<file path="src/sv/sprs_pkg.sv">
`timescale 1ns / 1ps
// ----------------------------------------------------------------------------
// sprs_pkg: shared types and constants of the slotted page record store
// Operation codes, status codes, defaults, the item structs and the command/status structs.
// ----------------------------------------------------------------------------
package sprs_pkg;

  localparam int PAGE_BYTES_DEF   = 4096;
  localparam int HEADER_BYTES_DEF = 12;
  localparam int SLOT_BYTES_DEF   = 4;
  localparam int MAX_SLOTS_DEF    = 1024;

  localparam logic [2:0] OP_INIT    = 3'd0;
  localparam logic [2:0] OP_INSERT  = 3'd1;
  localparam logic [2:0] OP_READ    = 3'd2;
  localparam logic [2:0] OP_DELETE  = 3'd3;
  localparam logic [2:0] OP_COMPACT = 3'd4;

  localparam logic [1:0] ST_OK       = 2'd0;
  localparam logic [1:0] ST_BAD_SLOT = 2'd1;
  localparam logic [1:0] ST_NO_SPACE = 2'd2;
  localparam logic [1:0] ST_PAST_LEN = 2'd3;

  typedef struct packed {
    logic [2:0]  operation;
    logic [7:0]  record_byte;
    logic [11:0] record_length;
    logic        last_byte;
    logic [9:0]  slot_index;
    logic [11:0] byte_position;
    logic [7:0]  page_type;
    logic [31:0] page_number;
  } in_item_t;

  typedef struct packed {
    logic [1:0]  status;
    logic [9:0]  new_slot;
    logic [7:0]  data_out;
    logic [11:0] slot_length;
    logic [9:0]  count_now;
    logic [12:0] free_now;
  } out_item_t;

  // controller -> datapath
  typedef struct packed {
    logic start;     // latch a new item, do its first step
    logic rd_phase;  // read item: final step, page data is valid
    logic cmp_init;  // compact: reset walker
    logic cmp_slot;  // compact: fetch slot entry
    logic cmp_eval;  // compact: evaluate fetched entry
    logic cmp_rd;    // compact: issue byte read
    logic cmp_wr;    // compact: write byte read last cycle
    logic cmp_done;  // compact: commit free offset
    logic finish;    // load result register
  } dp_cmd_t;

  // datapath -> controller
  typedef struct packed {
    logic slots_done; // walker past live slots
    logic move;       // evaluated entry needs its bytes moved
    logic bytes_done; // last byte of current entry issued
  } dp_sts_t;

endpackage

</file>
<file path="src/sv/sprs_ctrl.sv">
`timescale 1ns / 1ps
// ----------------------------------------------------------------------------
// sprs_ctrl: sequencer of the slotted page record store
// Accepts an item, steps read and compact, hands the result to the output.
// ----------------------------------------------------------------------------
module sprs_ctrl (
  input  logic              clk,
  input  logic              rst_n,
  input  logic              in_valid,
  input  logic [2:0]        in_op,
  output logic              in_ready,
  output logic              out_valid,
  input  logic              out_ready,
  output sprs_pkg::dp_cmd_t cmd,
  input  sprs_pkg::dp_sts_t sts
);
  import sprs_pkg::*;

  localparam logic [2:0] S_IDLE = 3'd0;
  localparam logic [2:0] S_READ = 3'd1;
  localparam logic [2:0] S_CSLT = 3'd2;
  localparam logic [2:0] S_CEVL = 3'd3;
  localparam logic [2:0] S_CMOV = 3'd4;
  localparam logic [2:0] S_CLST = 3'd5;
  localparam logic [2:0] S_RDAT = 3'd6;

  logic [2:0] state_r, state_nxt;
  logic       out_valid_r, out_valid_nxt;

  // accept when idle and the result slot is free or being drained
  assign in_ready  = (state_r == S_IDLE) && (!out_valid_r || out_ready);
  assign out_valid = out_valid_r;

  always_comb begin
    cmd = '0;
    state_nxt = state_r;
    out_valid_nxt = out_valid_r && !out_ready;
    unique case (state_r)
      S_IDLE: begin
        if (in_valid && in_ready) begin
          cmd.start = 1'b1;
          if (in_op == OP_READ) begin
            state_nxt = S_READ;
          end else if (in_op == OP_COMPACT) begin
            cmd.cmp_init = 1'b1;
            state_nxt = S_CSLT;
          end else begin
            cmd.finish = 1'b1;
            out_valid_nxt = 1'b1;
          end
        end
      end
      // slot entry is valid, page byte read is issued
      S_READ: begin
        state_nxt = S_RDAT;
      end
      S_RDAT: begin
        cmd.rd_phase = 1'b1;
        cmd.finish = 1'b1;
        out_valid_nxt = 1'b1;
        state_nxt = S_IDLE;
      end
      S_CSLT: begin
        if (sts.slots_done) begin
          cmd.cmp_done = 1'b1;
          cmd.finish = 1'b1;
          out_valid_nxt = 1'b1;
          state_nxt = S_IDLE;
        end else begin
          cmd.cmp_slot = 1'b1;
          state_nxt = S_CEVL;
        end
      end
      S_CEVL: begin
        cmd.cmp_eval = 1'b1;
        state_nxt = sts.move ? S_CMOV : S_CSLT;
      end
      S_CMOV: begin
        cmd.cmp_rd = 1'b1;
        if (sts.bytes_done) state_nxt = S_CLST;
      end
      S_CLST: begin
        cmd.cmp_wr = 1'b1;
        state_nxt = S_CSLT;
      end
      default: state_nxt = S_IDLE;
    endcase
  end

  always_ff @(posedge clk) begin
    if (!rst_n) begin
      state_r     <= S_IDLE;
      out_valid_r <= 1'b0;
    end else begin
      state_r     <= state_nxt;
      out_valid_r <= out_valid_nxt;
    end
  end
endmodule

</file>
<file path="config.mk">
export PLATFORM = sky130hd
export DESIGN_NAME = sprs_ctrl
export DESIGN_NICKNAME = d
export VERILOG_FILES = /design/src/sv/sprs_pkg.sv /design/src/sv/sprs_ctrl.sv
export SDC_FILE = /design/constraint.sdc
export NUM_CORES = 1
export LEC_CHECK = 0
export ABC_AREA = 1
export ABC_CLOCK_PERIOD_IN_PS = 1290
export BUFFER_PORTS_ARGS = -buffer_cell sky130_fd_sc_hd__buf_2
export CORE_AREA = 5 5 42 44
export DETAILED_ROUTE_END_ITERATION = 7
export DIE_AREA = 0 0 47 49
export PLACE_DENSITY = 0.5
export SYNTH_ARGS = -nofsm -noshare
export SYNTH_HDL_FRONTEND = slang
export SYNTH_SLANG_ARGS = --single-unit
</file>
<file path="constraint.sdc">
create_clock -name clk -period 1.29 [get_ports clk]
set_input_delay 0.0645 -clock clk [delete_from_list [all_inputs] [get_ports clk]]
set_output_delay 0.0645 -clock clk [all_outputs]
set_load 0.05 [all_outputs]
</file>
---- Word-level counts from Yosys, hierarchy flattened ----
Index checks and enable logic that the tools add are counted.
storage, ports and cells
  register bits after elaboration ......... 4
  bits of input ports ..................... 10
  output and inout port bits .............. 11
cells by class
  eq/ne operators ......................... 11
  multiplexer cells ....................... 30
  reduce and logical (&&, ||, !) cells .... 8
operators by type and width
  kind                  count
  $mux W1               20
  $pmux W3 S6           1
  $mux W3               5
  $eq A3 B3 Y1 const B  4
  $eq A3 B2 Y1 const B  3
  $pmux W1 S3           2
  $mux W2               2
  $eq A3 B1 Y1 const B  1
  $logic_and A1 B1 Y1   3
  $logic_not A3 Y1      1
  $ne A3 B1 Y1 const B  1
  $reduce_and A3 Y1     1
  $logic_not A1 Y1      2
  $ne A2 B1 Y1 const B  1
  $ne A2 B2 Y1 const B  1
  $logic_or A1 B1 Y1    1

---- Longest topological paths before layout ----
Gate-level depths: netlist (run 1).
  word-level depth ........................ 6
  gate-level depth with buffers ........... 8
  mapped depth without buffers ............ 8

---- Least setup slack after synthesis (run 1) ----
OpenSTA, ideal clock, no wires.
  path kind ............................... flip-flop to output port
  start ................................... reg out_valid_r, in the netlist out_valid
  end ..................................... out cmd[0] (netlist bit)
  arrival ................................. 2042 ps
  required time ........................... 1226 ps
  setup slack ............................. -817 ps
  cell stages (with the launch flop) ...... 6
  path buffers ............................ 0
  path through ............................ dfxtp_1 inv_1 nor2_1 nor2_2 nand2_1 o21bai_1
RTL lines
  element                 line             RTL
  from (decl)             sprs_ctrl.sv:28  logic out_valid_r, out_valid_nxt;
  from (signal assigned)  sprs_ctrl.sv:96  out_valid_r <= out_valid_nxt;
  to (decl)               sprs_ctrl.sv:14  output sprs_pkg::dp_cmd_t cmd,

==> results of run 1 <==
-- area by class of cell --
type | instances | area (um^2)
Tap cell | 16 | 20.0
Clock buffer | 4 | 26.3
Sequential cell | 4 | 90.1
Timing Repair Buffer | 28 | 214
Multi-Input combinational cell | 45 | 323
Inverter | 12 | 50.0
Fill cell | 148 | 678
-- layout by cell type, fill, tap and decap left out --
master | netlist | routed
nand4_1 | 1 | 1
nand3_4 | 0 | 2
o21ai_2 | 1 | 1
nor3_2 | 1 | 2
nand3_2 | 3 | 1
nor2_1 | 15 | 12
buf_2 | 0 | 12
nand2_2 | 2 | 2
dfxtp_4 | 0 | 2
dfxtp_2 | 0 | 2
nor2_2 | 4 | 1
nand2_4 | 0 | 2
o21ai_0 | 1 | 1
o211a_1 | 1 | 1
buf_8 | 0 | 2
nand2_1 | 9 | 7
nand3_1 | 1 | 1
inv_4 | 0 | 2
clkbuf_1 | 0 | 1
a21oi_1 | 3 | 2
buf_4 | 0 | 8
clkbuf_4 | 0 | 4
o21bai_4 | 0 | 1
inv_2 | 2 | 1
buf_6 | 0 | 5
nor2_4 | 0 | 6
inv_1 | 10 | 9
nor3_1 | 2 | 1
a21oi_2 | 0 | 1
-- what timing repair did --
action | 4_1_cts | 5_1_grt
pin swaps | 5 | 3
gates resized for setup | 24 | 9
setup buffers | 5 | 1
endpoints found under the setup margin | 8 | 9
-- path summary, 6_finish.rpt --
kind | from | end | cells after the start
max | state_r[0] | cmd[0] | 6
min | rst_n | state_r[2] | 3
max reg2reg | state_r[2] | state_r[1] | 9
min reg2reg | out_valid | out_valid | 4
-- per-layer routing --
metal	global-route usage [%]	vias to the layer above
met2	18.8	10
met5	0	-
met3	2.21	2
li1	-	253
met1	11.8	217
met4	5.53	0
-- power by group through the flow --
stage / Combinational (mW) / Clock (mW) / Sequential [mW]
floorplan: 0.149 / 0 / 0.150
global placement: 0.209 / 0 / 0.140
detailed placement: 0.211 / 0 / 0.140
CTS: 0.258 / 0.182 / 0.135
global route: 0.287 / 0.187 / 0.136
finish: 0.267 / 0.176 / 0.135
-- through the flow --
step,hold slack (ns),std cells,setup slack [ns],power [mW]
after floorplan,0.189,61,-0.109,0.299
after global placement,0.311,99,0.0635,0.349
after detailed placement,0.317,99,0.0493,0.351
after CTS,0.0643,108,-0.0483,0.575
after global routing,0.0918,109,-0.112,0.610
final,0.0646,109,-0.0424,0.577
-- state kept, by name (all words and copies together), names as in the netlist --
signal     flops
state_r        3
out_valid      1
-- cells in the mapped netlist --
| cell type | count |
|---|---|
| nor2_2 | 4 |
| nand2_2 | 2 |
| nand3_2 | 3 |
| dfxtp_1 | 4 |
| o21ai_2 | 1 |
| nor3_2 | 1 |
| inv_1 | 10 |
| nand2_1 | 9 |
| a21oi_1 | 3 |
| o211a_1 | 1 |
| o21ai_0 | 1 |
| nand3_1 | 1 |
| nor3_1 | 2 |
| nor2_1 | 15 |
| inv_2 | 2 |
| nand4_1 | 1 |
| o21bai_1 | 1 |
-- critical path: stages (launching register included) --
cell	delay (ns)
dfxtp_4	0.35
nor2_4	0.13
nand2_4	0.08
nor2_4	0.11
nand2_4	0.08
o21bai_4	0.11
buf_6	0.17
-- kinds of logic after synthesis --
family          count (synthesis)  synth area share, %
buf+inv                        12                 12.5
flops                           4                 22.2
compound gates                  7                 12.8
simple gates                   38                 52.4
==> qor.txt, run 1 <==
Status -> finished, violations left
Failing checks -> negative setup slack
Root Buffer -> clkbuf_4
CP endpoint kind -> primary output
Slew HR -> 83.5%
DRT met1 WL -> 434 um
Initial antenna violation count -> 0
Drt drc -> 0
Largest net degree at the start of global routing -> 6
ANT cells -> 0
Post-route cell area -> 723 um^2
Die area -> 2300 um^2
Vias in the first global route -> 497
Netlist cell types -> 17
Area contributors post-synth -> dfxtp_1, nor2_1, inv_1
Detail Route met2 WL -> 601 um
DRT iter0 DRCs -> 4
Switching Share -> 40.4%
MaxCap Viol Count -> 0
R2r setup slk -> 0.09 ns
Max-slew violations -> 0
Final wirelength -> 1110 um
Post-Syn Instances -> 61
Worst hold path type -> input port to flop
Yosys warns -> 0
Wire per inst -> 10.2 um
Clock Tree Buf Depth -> 2
WS Path Type -> flop to primary output
Setup Skew -> 0.00350 ns
Fin crit period -> 1.33 ns
Fin util -> 51.6%
Register bit count reported by yosys -> 4
Ports -> 21
Fmax -> 0.751 GHz
Placed Area -> 542 um^2
Antenna Nets Post-Route -> 0
Top layer reached by signal wires -> met4
H-tree depth -> 1
Gr usage total -> 10.9%
Setup WS post-layout -> -0.0424 ns
GP Congestion -> 0.736
Combinational group share of total power -> 46.2%
Site Rows -> 14
Hold Buf Count CTS -> 0
Worst vdd ir -> 0.426 mV
Area leader, netlist -> dfxtp_1
Synth Area per Inst -> 5.91 um^2
HPWL Detailed -> 897 um
IO buf count -> 20
Area growth syn-to-layout -> 101%
CP Data Required Time -> 1.23 ns
Clock slew at reported path FFs -> 0.04 ns
Core area -> 1400 um^2
Chip width -> 47 um
Clock network fraction of design power -> 30.5%
Routed vias -> 482
Vias per cell -> 4.42
Setup TNS -> -0.0474 ns
Net Sw Power -> 0.233 mW
Met3 wire length -> 58 um
Worst-Skew Late Latency -> 0.24 ns
Seq/Total Area, Yosys -> 22.2%
Die Y -> 49 um
Reg power frac -> 23.3%
Final period utilization -> 103%
Sink Count -> 4
Syn_nets -> 71
RSZ-0062 raised after global routing -> true
Initial Util -> 25.7%
LEAKAGE -> 0.366 nW
CTS tree -> done
Cts bufs inserted -> 3
Mapped Area -> 360 um^2
Layout cells sized above 1 -> 61.3%
Crit path arrival time -> 1.27 ns
Crit Path Max Fanout -> 3
Power Density -> 798 nW/um^2
Nets -> 104
Final hold viol count -> 0
DR pass1 iterations -> 4
First-pass GRT wire length -> 1880 um
Synth top area share -> 22.2%
Type of origin of the critical path -> flop
GR Overflow Total -> 0
P_int -> 0.344 mW
Final setup fails -> 2
Worst slew pin tran -> 0.250 ns
(Power assumes the default switching activity.)
==> run 2, diff against run 1 <==
- ABC_CLOCK_PERIOD_IN_PS: 1290 -> 1350
- SKIP_LAST_GASP: unset -> 1
- SLEW_MARGIN: unset -> 20
- clock period: 1.29 -> 1.35 ns (I/O delays scaled with it)
==> qor.txt, run 2 (synthesized netlist as in run 1, its figures left out) <==
Max-slew violations -> 0
Max stage delay on crit path -> 0.34 ns
Slew HR -> 83.2%
Worst path slowest cell -> dfxtp_2
Die Y -> 49 um
Cts bufs inserted -> 3
RSZ-0062 raised after global routing -> true
Net Sw Power -> 0.215 mW
Crit Path Max Fanout -> 4
Final period utilization -> 99.6%
Final setup fails -> 0
Reg power frac -> 24.5%
Switching Share -> 40.3%
P_int -> 0.319 mW
Worst slew pin tran -> 0.253 ns
Area growth syn-to-layout -> 84.7%
Setup WS post-layout -> 0.00569 ns
DRT iter0 DRCs -> 4
Combinational group share of total power -> 43.8%
Critical path, cell by cell -> nor2_4, nand2_4, nor2_4, nand2_4, o21bai_4, buf_6
Wire per inst -> 9.35 um
Antenna Nets Post-Route -> 0
Post-route cell area -> 666 um^2
Commonest non-fill, non-tap cell in the layout -> buf_2
Type of origin of the critical path -> flop
CP Launch Point -> state_r[0]
Final hold viol count -> 0
Clock network fraction of design power -> 31.7%
Core area -> 1400 um^2
Clock slew at reported path FFs -> 0.04 ns
Cell class contributing the biggest share of worst-path delay -> simple AND/OR/NAND/NOR gates
IO buf count -> 20
Nets -> 100
Fin crit period -> 1.34 ns
Power Density -> 801 nW/um^2
Commonest non-fill, non-tap cells in the layout -> buf_2, nor2_1, inv_1
Crit path arrival time -> 1.28 ns
Worst-Skew Late Latency -> 0.24 ns
CP Data Required Time -> 1.28 ns
Largest register by flop count -> state_r
Fmax -> 0.744 GHz
Vias per cell -> 4.34
Placed Area -> 542 um^2
RR Startpoint -> state_r[2]
Place WS -> 0.111 ns
Site Rows -> 14
Routed vias -> 456
Clock Tree Buf Depth -> 2
Fin cells -> 105
Max FFs per register -> 3
Gr usage total -> 9.71%
Final wirelength -> 982 um
GP Congestion -> 0.750
Hold_sp -> rst_n
Setup TNS -> 0 ns
H-tree depth -> 1
Initial Util -> 25.7%
First-pass GRT wire length -> 1590 um
Largest net degree at the start of global routing -> 8
Layout cells sized above 1 -> 56.2%
Drt drc -> 0
Root Buffer -> clkbuf_4
CTS tree -> done
Worst path buffer plus inverter count -> 1
DR pass1 iterations -> 2
Worst vdd ir -> 0.379 mV
MaxCap Viol Count -> 0
ANT cells -> 0
Initial antenna violation count -> 0
HPWL Detailed -> 838 um
Sink Count -> 4
Worst hold path type -> input port to flop
CP endpoint kind -> primary output
Status -> finished, final reports clean
Setup Skew -> 0.00135 ns
Chip width -> 47 um
Placed cells -> 99
Vias in the first global route -> 409
Fin util -> 47.5%
LEAKAGE -> 0.341 nW
Total power -> 0.533 mW
WHS -> 0.0758 ns
Die area -> 2300 um^2
Ports -> 21
GR Overflow Total -> 0
WS Path Type -> flop to primary output
-- run 2: cell types whose count changed in the layout (fill, tap and decap cells not counted), moves of 2 or more --
cell	before	now
inv_4	2	0
nor2_2	1	3
buf_4	8	4
nor2_4	6	4
-- run 2: power by group through the flow --
| stage | Clock [mW] | Combinational [mW] | Sequential [mW] |
|---|---|---|---|
| floorplan | 0 | 0.142 | 0.144 |
| global placement | 0 | 0.200 | 0.134 |
| detailed placement | 0 | 0.201 | 0.134 |
| CTS | 0.177 | 0.216 | 0.132 |
| global route | 0.186 | 0.253 | 0.131 |
| finish | 0.169 | 0.234 | 0.131 |
-- run 2: worst paths after layout --
check | cells after the start | slack [ns] | to
worst max-delay path | 6 | 0.006 | cmd[0]
worst min-delay path | 3 | 0.08 | state_r[2]
worst max register to register | 9 | 0.14 | state_r[1]
worst min register to register | 4 | 0.63 | out_valid
-- run 2: per-layer routing --
layer / vias up / part of all wire [%] / global-route usage (%)
met1: 195 / 41 / 10.5
li1: 247 / - / -
met5: - / 0 / 0
met2: 11 / 51 / 15.6
met3: 3 / 5.5 / 3.32
met4: 0 / 2.7 / 5.53
-- run 2: final cells by class --
cell class	count	area, um^2
clock buffers	4	26.3
fillers	168	736
inverters	12	45.0
multi-input cells	45	310
flip-flops and latches	4	86.3
well taps	16	20.0
repair buffers	24	178
-- run 2: worst reg2reg max path: stages (launching register included) --
cell	delay, ns
dfxtp_1	0.35
inv_2	0.09
buf_6	0.14
nand3_4	0.09
nor2_4	0.05
buf_4	0.13
nor2_1	0.08
nand2_1	0.06
nor2_1	0.09
nor2_1	0.04
-- run 2: repair_timing --
item,in CTS,in global routing
pin swaps,1,2
gates resized for setup,11,13
endpoints found under the setup margin,6,7
setup buffers,0,2
hold buffers,0,0
